**src/p2f_pkg.sv**
```systemverilog
// ----------------------------------------------------------------------------
// p2f_pkg: shared types and constants for the PCM to float32 converter
// Sample format codes, float constants and the stage-to-stage struct.
// ----------------------------------------------------------------------------
`default_nettype none
package p2f_pkg;
    localparam logic [1:0] FMT_S16 = 2'd0;
    localparam logic [1:0] FMT_S32 = 2'd1;
    localparam logic [1:0] FMT_U8  = 2'd2;
    localparam logic [1:0] FMT_F32 = 2'd3;

    localparam logic [31:0] F32_POS_ONE = 32'h3F80_0000;
    localparam logic [31:0] F32_NEG_ONE = 32'hBF80_0000;
    localparam logic [31:0] F32_INF     = 32'h7F80_0000;

    // sign/magnitude form handed from the front end to the packer
    typedef struct packed {
        logic        is_float;
        logic        neg;
        logic [31:0] mag;      // integer magnitude, or raw float word
        logic [7:0]  exp_bias; // 127 - scale
        logic        last;
    } t_p2f_pre;
endpackage
`default_nettype wire

```
**src/p2f_front.sv**
```systemverilog
// ----------------------------------------------------------------------------
// p2f_front: sample decode
// Splits the raw sample into sign and magnitude according to the format.
// ----------------------------------------------------------------------------
`default_nettype none
module p2f_front (
    input  wire logic [1:0]       i_fmt,
    input  wire logic [31:0]      i_raw,
    input  wire logic             i_last,
    output p2f_pkg::t_p2f_pre     o_pre
);
    always_comb begin
        o_pre          = '0;
        o_pre.last     = i_last;
        case (i_fmt)
            p2f_pkg::FMT_S16: begin
                o_pre.neg      = i_raw[15];
                o_pre.mag      = i_raw[15] ? (32'h0001_0000 - {16'd0, i_raw[15:0]})
                                           : {16'd0, i_raw[15:0]};
                o_pre.exp_bias = 8'd112;
            end
            p2f_pkg::FMT_S32: begin
                o_pre.neg      = i_raw[31];
                o_pre.mag      = i_raw[31] ? (32'd0 - i_raw) : i_raw;
                o_pre.exp_bias = 8'd96;
            end
            p2f_pkg::FMT_U8: begin
                o_pre.neg      = ~i_raw[7];
                o_pre.mag      = i_raw[7] ? {24'd0, 1'b0, i_raw[6:0]}
                                          : (32'd128 - {24'd0, i_raw[7:0]});
                o_pre.exp_bias = 8'd120;
            end
            default: begin
                o_pre.is_float = 1'b1;
                o_pre.mag      = i_raw;
            end
        endcase
    end
endmodule
`default_nettype wire

```
**src/p2f_pack.sv**
```systemverilog
// ----------------------------------------------------------------------------
// p2f_pack: normalize, round and pack
// Leading-one detect, round to nearest-even to 24 bits, float clamp.
// ----------------------------------------------------------------------------
`default_nettype none
module p2f_pack (
    input  wire p2f_pkg::t_p2f_pre i_pre,
    output logic [31:0]         o_bits
);
    logic [4:0]  msb;
    logic [31:0] norm;
    logic [24:0] mant_r;
    logic        rnd;
    logic [7:0]  expo;
    logic [30:0] fmag;

    always_comb begin
        msb = 5'd0;
        for (int k = 0; k < 32; k++) begin
            if (i_pre.mag[k]) msb = 5'(k);
        end
    end

    // msb lands at bit 31; low 8 bits are round/sticky
    assign norm   = i_pre.mag << (5'd31 - msb);
    assign rnd    = norm[7] & ((|norm[6:0]) | norm[8]);
    assign mant_r = {1'b0, norm[31:8]} + {24'd0, rnd};
    assign expo   = i_pre.exp_bias + {3'd0, msb} + {7'd0, mant_r[24]};
    assign fmag   = i_pre.mag[30:0];

    always_comb begin
        if (i_pre.is_float) begin
            if ({1'b0, fmag} > p2f_pkg::F32_INF)          o_bits = p2f_pkg::F32_POS_ONE;
            else if ({1'b0, fmag} > p2f_pkg::F32_POS_ONE)
                o_bits = i_pre.mag[31] ? p2f_pkg::F32_NEG_ONE : p2f_pkg::F32_POS_ONE;
            else                                           o_bits = i_pre.mag;
        end else if (i_pre.mag == 32'd0) begin
            o_bits = 32'd0;
        end else begin
            // on carry-out the mantissa field is zero either way
            o_bits = {i_pre.neg, expo, mant_r[22:0]};
        end
    end
endmodule
`default_nettype wire

```
**src/pcm_to_float32_converter_core.sv**
```systemverilog
// ----------------------------------------------------------------------------
// pcm_to_float32_converter_core: PCM sample to float32 converter
// Input register, one pass of decode/normalize/round, result register.
// ----------------------------------------------------------------------------
// channel   dir  tdata                 tuser
// s_axis    in   raw_sample[31:0]      last via tlast
// m_axis    out  float_bits[31:0]      last via tlast
// cfg       in   sample_format[1:0]    -
//
// A beat passes the input register, then the result register; one beat per cycle while m_axis does not stall.
// Input register and result register each advance when the next stage can take.
// Reset clears the valid flags and sets sample_format to signed 16-bit.
// Stall on m_axis holds both stages; s_axis_tready falls only when both full.
`default_nettype none
module pcm_to_float32_converter_core (
    input  wire logic        i_clk,
    input  wire logic        i_rst_n,
    input  wire logic        i_cfg_we,
    input  wire logic [1:0]  i_cfg_wdata,     // sample_format
    input  wire logic        s_axis_tvalid,
    output logic             s_axis_tready,
    input  wire logic [31:0] s_axis_tdata,    // [31:0] raw_sample
    input  wire logic        s_axis_tlast,
    output logic             m_axis_tvalid,
    input  wire logic        m_axis_tready,
    output logic [31:0]      m_axis_tdata,    // [31:0] float_bits
    output logic             m_axis_tlast
);
    logic [1:0]  r_fmt;
    logic        r_in_vld, r_out_vld;
    logic [31:0] r_raw, r_out;
    logic        r_in_last, r_out_last;
    logic        adv_out, adv_in;
    logic [31:0] bits;
    p2f_pkg::t_p2f_pre pre;

    assign adv_out       = r_in_vld & (~r_out_vld | m_axis_tready);
    assign s_axis_tready = ~r_in_vld | adv_out;
    assign adv_in        = s_axis_tvalid & s_axis_tready;

    p2f_front u_front (.i_fmt(r_fmt), .i_raw(r_raw), .i_last(r_in_last), .o_pre(pre));
    p2f_pack  u_pack  (.i_pre(pre), .o_bits(bits));

    always_ff @(posedge i_clk) begin
        if (!i_rst_n) begin
            r_fmt     <= p2f_pkg::FMT_S16;
            r_in_vld  <= 1'b0;
            r_out_vld <= 1'b0;
        end else begin
            if (i_cfg_we) r_fmt <= i_cfg_wdata;
            if (s_axis_tready) r_in_vld <= s_axis_tvalid;
            if (~r_out_vld | m_axis_tready) r_out_vld <= r_in_vld;
        end
    end

    always_ff @(posedge i_clk) begin
        if (adv_in) begin
            r_raw     <= s_axis_tdata;
            r_in_last <= s_axis_tlast;
        end
        if (adv_out) begin
            r_out      <= bits;
            r_out_last <= pre.last;
        end
    end

    assign m_axis_tvalid = r_out_vld;
    assign m_axis_tdata  = r_out;
    assign m_axis_tlast  = r_out_last;

    a_hold: assert property (@(posedge i_clk) disable iff (!i_rst_n)
        m_axis_tvalid && !m_axis_tready |=> m_axis_tvalid && $stable(m_axis_tdata))
        else $error("result changed under stall");
    a_full: assert property (@(posedge i_clk) disable iff (!i_rst_n)
        !s_axis_tready |-> r_in_vld && r_out_vld && !m_axis_tready)
        else $error("input stalled without back-pressure");
    a_move: assert property (@(posedge i_clk) disable iff (!i_rst_n)
        adv_out |=> m_axis_tvalid && m_axis_tlast == $past(r_in_last))
        else $error("result not registered");
endmodule
`default_nettype wire
```
**config.mk**
```make
export PLATFORM = sky130hd
export DESIGN_NAME = pcm_to_float32_converter_core
export DESIGN_NICKNAME = d
export VERILOG_FILES = /design/src/p2f_pkg.sv /design/src/p2f_front.sv /design/src/p2f_pack.sv /design/src/pcm_to_float32_converter_core.sv
export SDC_FILE = /design/constraint.sdc
export NUM_CORES = 1
export LEC_CHECK = 0
export BUFFER_PORTS_ARGS = -buffer_cell sky130_fd_sc_hd__buf_2
export CORE_MARGIN = 8
export CORE_UTILIZATION = 35
export DETAILED_ROUTE_END_ITERATION = 16
export SLEW_MARGIN = 5
export SYNTH_ARGS = -nofsm -noshare
export SYNTH_HDL_FRONTEND = slang
export SYNTH_SLANG_ARGS = --single-unit
```
**constraint.sdc**
```tcl
create_clock -name i_clk -period 8.15 [get_ports i_clk]
set_clock_uncertainty 0.15 [all_clocks]
set_input_delay 0.4075 -clock i_clk [delete_from_list [all_inputs] [get_ports i_clk]]
set_output_delay 0.4075 -clock i_clk [all_outputs]
set_load 0.005 [all_outputs]
```
==> flow_summary.yaml, run 1 <==
logic_synthesis:
  yosysTopAreaCell: "edfxtp_1"
  synthesis.nets: 998
  netlist_instances: 950
  ys_seq_area_frac: 0.264
  synthTopCellsByArea: "edfxtp_1 25%, mux2i_1 4.2%, a211oi_1 3.9%, o21ai_0 3.6%, nor2_1 3.5%"
  syn_area_per_cell_um2: 8.23
  synth.most_common_cell: "nor2_1"
  syn_area_mm2: 0.00782
  ys_ff_latch: 70
  synthTopCellsByCount: "73 x nor2_1, 66 x edfxtp_1, 65 x nand2_1"
  synth_edf_count: 66
  synth_top_area_share: 0.254
  ys_types: 100
  synth_flop_cell: "edfxtp_1"
  yosys_warnings: 0
  synthArstFlopShare: 0
floorplan:
  core-area_mm2: 0.0219
  start_util: 0.357
  die_h_um: 165
  dieArea_mm2: 0.0274
  io_pins: 75
  die-width_um: 165
  rows: 54
grt:
  track_usage: 0.230
  first_global_vias: 8037
  grt_pass1_wl_mm: 48.2
  grt_max_degree: 34
  grt.overflow.total: 0
  grt_antenna_before_repair: 1
critical_path:
  end_kind: "flip-flop"
  critical_path_class: "reg -> reg"
  crit_top_cell: "ha_1"
  worst-path-max-fanout: 11
  worstPathRequired_ns: 8.04
  cp_slowest_stage_delay_ns: 0.72
  worstPathCellList: "inv_1 -> ha_1 -> or4b_4 -> nor4_2 -> a21oi_1 -> nor3_1 -> o211ai_1 -> o21ai_1 -> buf_4 -> nor2_1 -> a2111oi_2 -> a31o_2 -> o211ai_1 -> o32ai_1 -> nand2_1 -> nor3_4 -> nand4_1 -> nor2_1 -> ha_1 -> ha_1 -> a31oi_1 -> xor2_1 -> o22ai_1"
  slowest_stage: "o21ai_1"
  crit_arrival_ns: 7.17
  worst_setup_path_start_kind: "flip-flop"
power_and_ir_drop:
  powerDensity_mw_per_mm2: 218
  peakVddDrop_uv: 101
  fin_total_pwr_w: 0.00194
  power_leakage_nw: 3.20
clock_network:
  clockRootBuffer: "clkbuf_16"
  insertion_delay_ns: 0.35
  cts_buffers: 9
  clockBufferDepth: 2
  cts_setup_buffers: 0
  cts_resized: 0
  htreeDepth: 3
  cts_sinks: 70
  holdBufCountCts: 0
  clk_pin_slew_ns: 0.06
  cts_tree: "yes"
sta:
  fin_crit_sh: 0.893
  layout_min_cycle_time_ns: 7.28
  rsz0062_at_grt: "no"
  clock.fmax_mhz: 137
  finalHoldViolations: 0
  setup_violations: 0
  tightest_slew_ns: 1.15
  fin_setup_tns_ns: 0
  final_max_slew_viol_count: 0
  slew_headroom: 0.236
route:
  vias: 8598
  drt_iter0_drc: 895
  routedWlPerCell_um: 24.2
  vias_per_cell: 6.60
  drt_first_pass_iters: 5
  drc: 0
  ant_nets: 0
  postRouteWirelength_mm: 31.6
status:
  status: "completed"
worst_hold_path:
  hold_path.class: "in -> reg"
placement:
  port-buffer-count: 74
  place.gp.congestion: 0.985
  post-dp-hpwl_mm: 24.9
  dp.cells: 1287
  placed_area_mm2: 0.00864
layout:
  final_nets: 1066
  fill_cells: 2286
  diodes: 0
  post-route-cell-area_mm2: 0.00889
  drive_gt1_frac: 0.191
  synthToLayoutAreaGrowth_pct: 13.8
  layout.cells.non_filler: 1303
run:
  max_cap_violations: 0
[worst paths after layout]
kind / startpoint / end / slack [ns] / cells past startpoint
worst max register to register: r_raw[0]$_DFFE_PP_ / m_axis_tdata[27]$_DFFE_PP_ / 0.87 / 23
worst max-delay path: r_raw[0]$_DFFE_PP_ / m_axis_tdata[27]$_DFFE_PP_ / 0.87 / 23
worst min register to register: r_in_last$_DFFE_PP_ / m_axis_tlast$_DFFE_PP_ / 0.29 / 0
worst min-delay path: s_axis_tdata[4] / r_raw[4]$_DFFE_PP_ / 0.08 / 1
[where the power goes]
part / switching (W) / internal [W] / leakage (nW)
clock network: 0.000151 / 0.000205 / 0.127
registers: 0.0000272 / 0.000453 / 0.666
logic: 0.000694 / 0.000405 / 2.40
total: 0.000872 / 0.00106 / 3.20
[sequential cells by signal (all words and copies together), names as in the netlist]
name	count
r_in_vld	1
r_in_last	1
r_raw	32
m_axis_tlast	1
m_axis_tdata	32
m_axis_tvalid	1
r_fmt	2
[layer usage]
layer  vias to the layer above  GRT usage  wire length (um)
met3                        82     0.0459              2740
met4                         2      0.110              1410
li1                       3960          -                 -
met2                       486      0.341             13600
met5                         -          0                13
met1                      4068      0.313             13900
[layout make-up]
class | count | area (um^2) | area share
Clock buffer | 13 | 240 | 0.0270
Clock inverter | 3 | 15.0 | 0.00169
Tap cell | 280 | 350 | 0.0394
Sequential cell | 70 | 2060 | 0.232
Timing Repair Buffer | 129 | 783 | 0.0881
Inverter | 15 | 56.3 | 0.00633
Multi-Input combinational cell | 793 | 5390 | 0.606
[critical path, delay by kind of cell, from the launching register on]
family	cells	cell delay, ns
AOI/OAI and AO/OA	9	2.71
xor gates and xnor gates	1	0.14
adders and majority gates	3	0.64
buffers and inverters	2	0.48
DFF	1	0.38
and+or+nand+nor	8	2.45
[cell usage in the layout (no fill, tap or decap), types with 19 or more instances in the layout]
master | Yosys | final
nand2_1 | 65 | 65
nor4_1 | 19 | 19
buf_2 | 12 | 74
o211ai_1 | 29 | 29
nor3_1 | 45 | 45
nor2_1 | 73 | 73
edfxtp_1 | 66 | 66
a21oi_1 | 42 | 41
o22ai_1 | 24 | 24
buf_4 | 1 | 55
mux2i_1 | 33 | 33
a211oi_1 | 41 | 41
or3_1 | 22 | 22
nand3_1 | 20 | 20
o21ai_0 | 56 | 56
[kinds of logic (layout without fill, tap and decap cells)]
group	count (synthesis)	count (layout)	share of synthesized area
DFF	70	70	0.264
adders and majority gates	8	8	0.0128
muxes	47	47	0.0704
and+or+nand+nor	367	367	0.255
xor gates and xnor gates	23	23	0.0258
buffers and inverters	87	160	0.0490
AOI/OAI and AO/OA	348	348	0.323
[per-stage QoR]
step	worst slack (ns)	utilization	hold WS, ns
floorplan	1.54	-	0.250
global placement	1.20	0.395	0.252
detailed placement	1.07	0.395	0.281
CTS	1.03	0.406	0.0747
global route	0.334	0.406	0.0797
finish	0.874	0.406	0.0837
(Power assumes the default switching activity.)
==> inputs of run 2 (changes only) <==
--- a/config.mk
+++ b/config.mk
@@ -5,10 +5,11 @@
 export SDC_FILE = /design/constraint.sdc
 export NUM_CORES = 1
 export LEC_CHECK = 0
-export BUFFER_PORTS_ARGS = -buffer_cell sky130_fd_sc_hd__buf_2
+export CORE_ASPECT_RATIO = 0.5
 export CORE_MARGIN = 8
 export CORE_UTILIZATION = 35
 export DETAILED_ROUTE_END_ITERATION = 16
+export DONT_BUFFER_PORTS = 1
 export SLEW_MARGIN = 5
 export SYNTH_ARGS = -nofsm -noshare
 export SYNTH_HDL_FRONTEND = slang
==> run 2 against run 1 <==
  * Via count grew 0.88%
  * Worst setup slack lost 0.23 ns
  * Routed wire length grew 11%
  * Critical endpoint unchanged
  * Largest cell class unchanged
  * Critical path depth fell by 1
==> flow_summary.yaml, run 2 (synthesis gave the netlist of run 1 again) <==
placement:
  post-dp-hpwl_mm: 27.4
  place.gp.congestion: 1.02
  port-buffer-count: 0
  dp.cells: 1234
floorplan:
  dieArea_mm2: 0.0277
  io_pins: 75
  core-area_mm2: 0.0218
  die-width_um: 227
  rows: 38
  die_h_um: 122
  start_util: 0.359
layout:
  layout_commonest_cell: "nor2_1"
  synthToLayoutAreaGrowth_pct: 14.4
  mostFrequentLayoutCells: "73 x nor2_1, 66 x edfxtp_1, 65 x nand2_1"
  final_core_util: 0.411
  final_nets: 1026
  layout.cells.non_filler: 1284
  drive_gt1_frac: 0.128
  fill_cells: 2239
route:
  vias: 8674
  postRouteWirelength_mm: 35.0
  drc: 0
  drt_first_pass_iters: 7
  vias_per_cell: 6.76
  routedWlPerCell_um: 27.3
  drt_iter0_drc: 1207
  ant_nets: 0
critical_path:
  worstPathCellList: "inv_1 -> ha_1 -> or4b_4 -> nor4_2 -> a21oi_1 -> nor3_1 -> o211ai_1 -> o21ai_1 -> nor2_1 -> a2111oi_2 -> a31o_2 -> o211ai_1 -> o32ai_1 -> nand2_1 -> nor3_4 -> nand4_1 -> nor2_1 -> ha_1 -> ha_1 -> a31oi_1 -> xor2_1 -> o22ai_1"
  r2r_end: "m_axis_tdata[27]$_DFFE_PP_"
  slowest_stage: "or4b_4"
  end_kind: "flip-flop"
  crit_arrival_ns: 7.42
  worst-path-max-fanout: 10
  r2r_setup_slack_ns: 0.64
  cp_slowest_stage_delay_ns: 0.58
  cp.depth: 22
  path_delay_family: "compound AO/OA/AOI/OAI gates"
  crit_buf_inv: 1
  ff2ff_path_depth: 22
  worstPathRequired_ns: 8.07
  crit_top_cell: "ha_1"
  rr_startpoint: "r_raw[0]$_DFFE_PP_"
  critical_path_class: "reg -> reg"
  worst_setup_path_start_kind: "flip-flop"
sta:
  layout_min_cycle_time_ns: 7.51
  tightest_slew_ns: 1.15
  rsz0062_at_grt: "no"
  slew_headroom: 0.236
  fin_setup_tns_ns: 0
  final_max_slew_viol_count: 0
  fin_crit_sh: 0.921
  finalHoldViolations: 0
  setup_violations: 0
  clock.fmax_mhz: 133
  holdWs_ns: 0.0186
clock_network:
  clockRootBuffer: "clkbuf_16"
  clk_pin_slew_ns: 0.06
  cts_buffers: 9
  htreeDepth: 3
  cts_tree: "yes"
  cts_setup_buffers: 0
  cts_sinks: 70
  insertion_delay_ns: 0.37
  clockBufferDepth: 2
grt:
  first_global_vias: 7899
  grt.overflow.total: 0
  grt_max_degree: 35
  grt_antenna_before_repair: 0
  grt_pass1_wl_mm: 52.1
  track_usage: 0.251
power_and_ir_drop:
  peakVddDrop_uv: 120
  swShare: 0.463
  intPower_w: 0.00107
  seqPwrFrac: 0.244
  power_leakage_nw: 3.06
  p_comb_frac: 0.569
  p_switching_w: 0.000926
  powerDensity_mw_per_mm2: 224
  clkPwrFrac: 0.188
run:
  max_cap_violations: 0
worst_hold_path:
  hold_end: "m_axis_tvalid$_SDFFE_PN0P_"
  hold_path.class: "in -> reg"
  min_path_cells: 1
  hp-start: "i_rst_n"
status:
  status: "completed"
run 2: cell types whose count changed in the layout (fill, tap and decap cells not counted), moves of 2 or more:
| cell | change |
|---|---|
| clkinvlp_4 | +2 |
| buf_12 | +2 |
| buf_2 | -74 |
| clkbuf_1 | -3 |
| clkbuf_8 | +2 |
| dlygate4sd3_1 | +33 |
run 2: repair_timing:
| action | in CTS | in global routing |
|---|---|---|
| resized for setup | 0 | 1 |
| endpoints found under the hold margin | 33 | 0 |
| hold buffers | 33 | 0 |
| endpoints found under the setup margin | 0 | 2 |
run 2: how the worst max path moves through the flow:
stage	start	endpoint	slack (ns)
2_1_floorplan	r_raw[0]$_DFFE_PP_	m_axis_tdata[27]$_DFFE_PP_	1.54
3_3_place_gp	r_raw[0]$_DFFE_PP_	m_axis_tdata[27]$_DFFE_PP_	0.85
3_5_place_dp	r_raw[0]$_DFFE_PP_	m_axis_tdata[27]$_DFFE_PP_	0.71
4_1_cts	r_raw[0]$_DFFE_PP_	m_axis_tdata[27]$_DFFE_PP_	0.69
5_1_grt	r_raw[0]$_DFFE_PP_	m_axis_tdata[27]$_DFFE_PP_	0.00005
6_report	r_raw[0]$_DFFE_PP_	m_axis_tdata[27]$_DFFE_PP_	0.64
run 2: cell type report:
class / instances / area, um^2 / area share
flip-flops and latches: 70 / 2060 / 0.231
repair buffers: 89 / 776 / 0.0867
clock buffers: 12 / 256 / 0.0287
multi-input cells: 793 / 5390 / 0.602
clock inverters: 4 / 22.5 / 0.00252
well taps: 300 / 375 / 0.0420
diodes: 1 / 2.50 / 0.000280
inverters: 15 / 60.1 / 0.00672
run 2: routing by layer:
metal / GRT usage / share of wire / vias up
li1: - / - / 3873
met1: 0.375 / 0.48 / 4230
met2: 0.341 / 0.39 / 513
met3: 0.0689 / 0.11 / 58
met4: 0.0770 / 0.024 / 0
met5: 0 / 0 / -
run 2: power by group through the flow:
stage,Clock [W],Sequential (W),Combinational [W]
4_1_cts,0.000386,0.000488,0.00110
2_1_floorplan,0,0.000478,0.000723
6_report,0.000375,0.000487,0.00114
5_1_grt,0.000401,0.000492,0.00120
3_5_place_dp,0,0.000496,0.00108
3_3_place_gp,0,0.000494,0.00109
run 2: per-stage QoR:
stage / area [um^2] / setup slack (ns) / power (W)
2_1_floorplan: 7820 / 1.54 / 0.00120
3_3_place_gp: 8330 / 0.848 / 0.00158
3_5_place_dp: 8330 / 0.712 / 0.00158
4_1_cts: 8940 / 0.691 / 0.00197
5_1_grt: 8940 / 0.0000480 / 0.00209
6_report: 8940 / 0.643 / 0.00200
run 2: worst register-to-register path, cell delays in order, from the launching register on:
cell,delay (ns)
edfxtp_1,0.39
inv_1,0.24
ha_1,0.41
or4b_4,0.58
nor4_2,0.58
a21oi_1,0.17
nor3_1,0.53
o211ai_1,0.37
o21ai_1,0.55
nor2_1,0.33
a2111oi_2,0.41
a31o_2,0.24
o211ai_1,0.27
o32ai_1,0.50
nand2_1,0.19
nor3_4,0.23
nand4_1,0.11
nor2_1,0.15
ha_1,0.22
ha_1,0.20
a31oi_1,0.12
xor2_1,0.15
o22ai_1,0.10
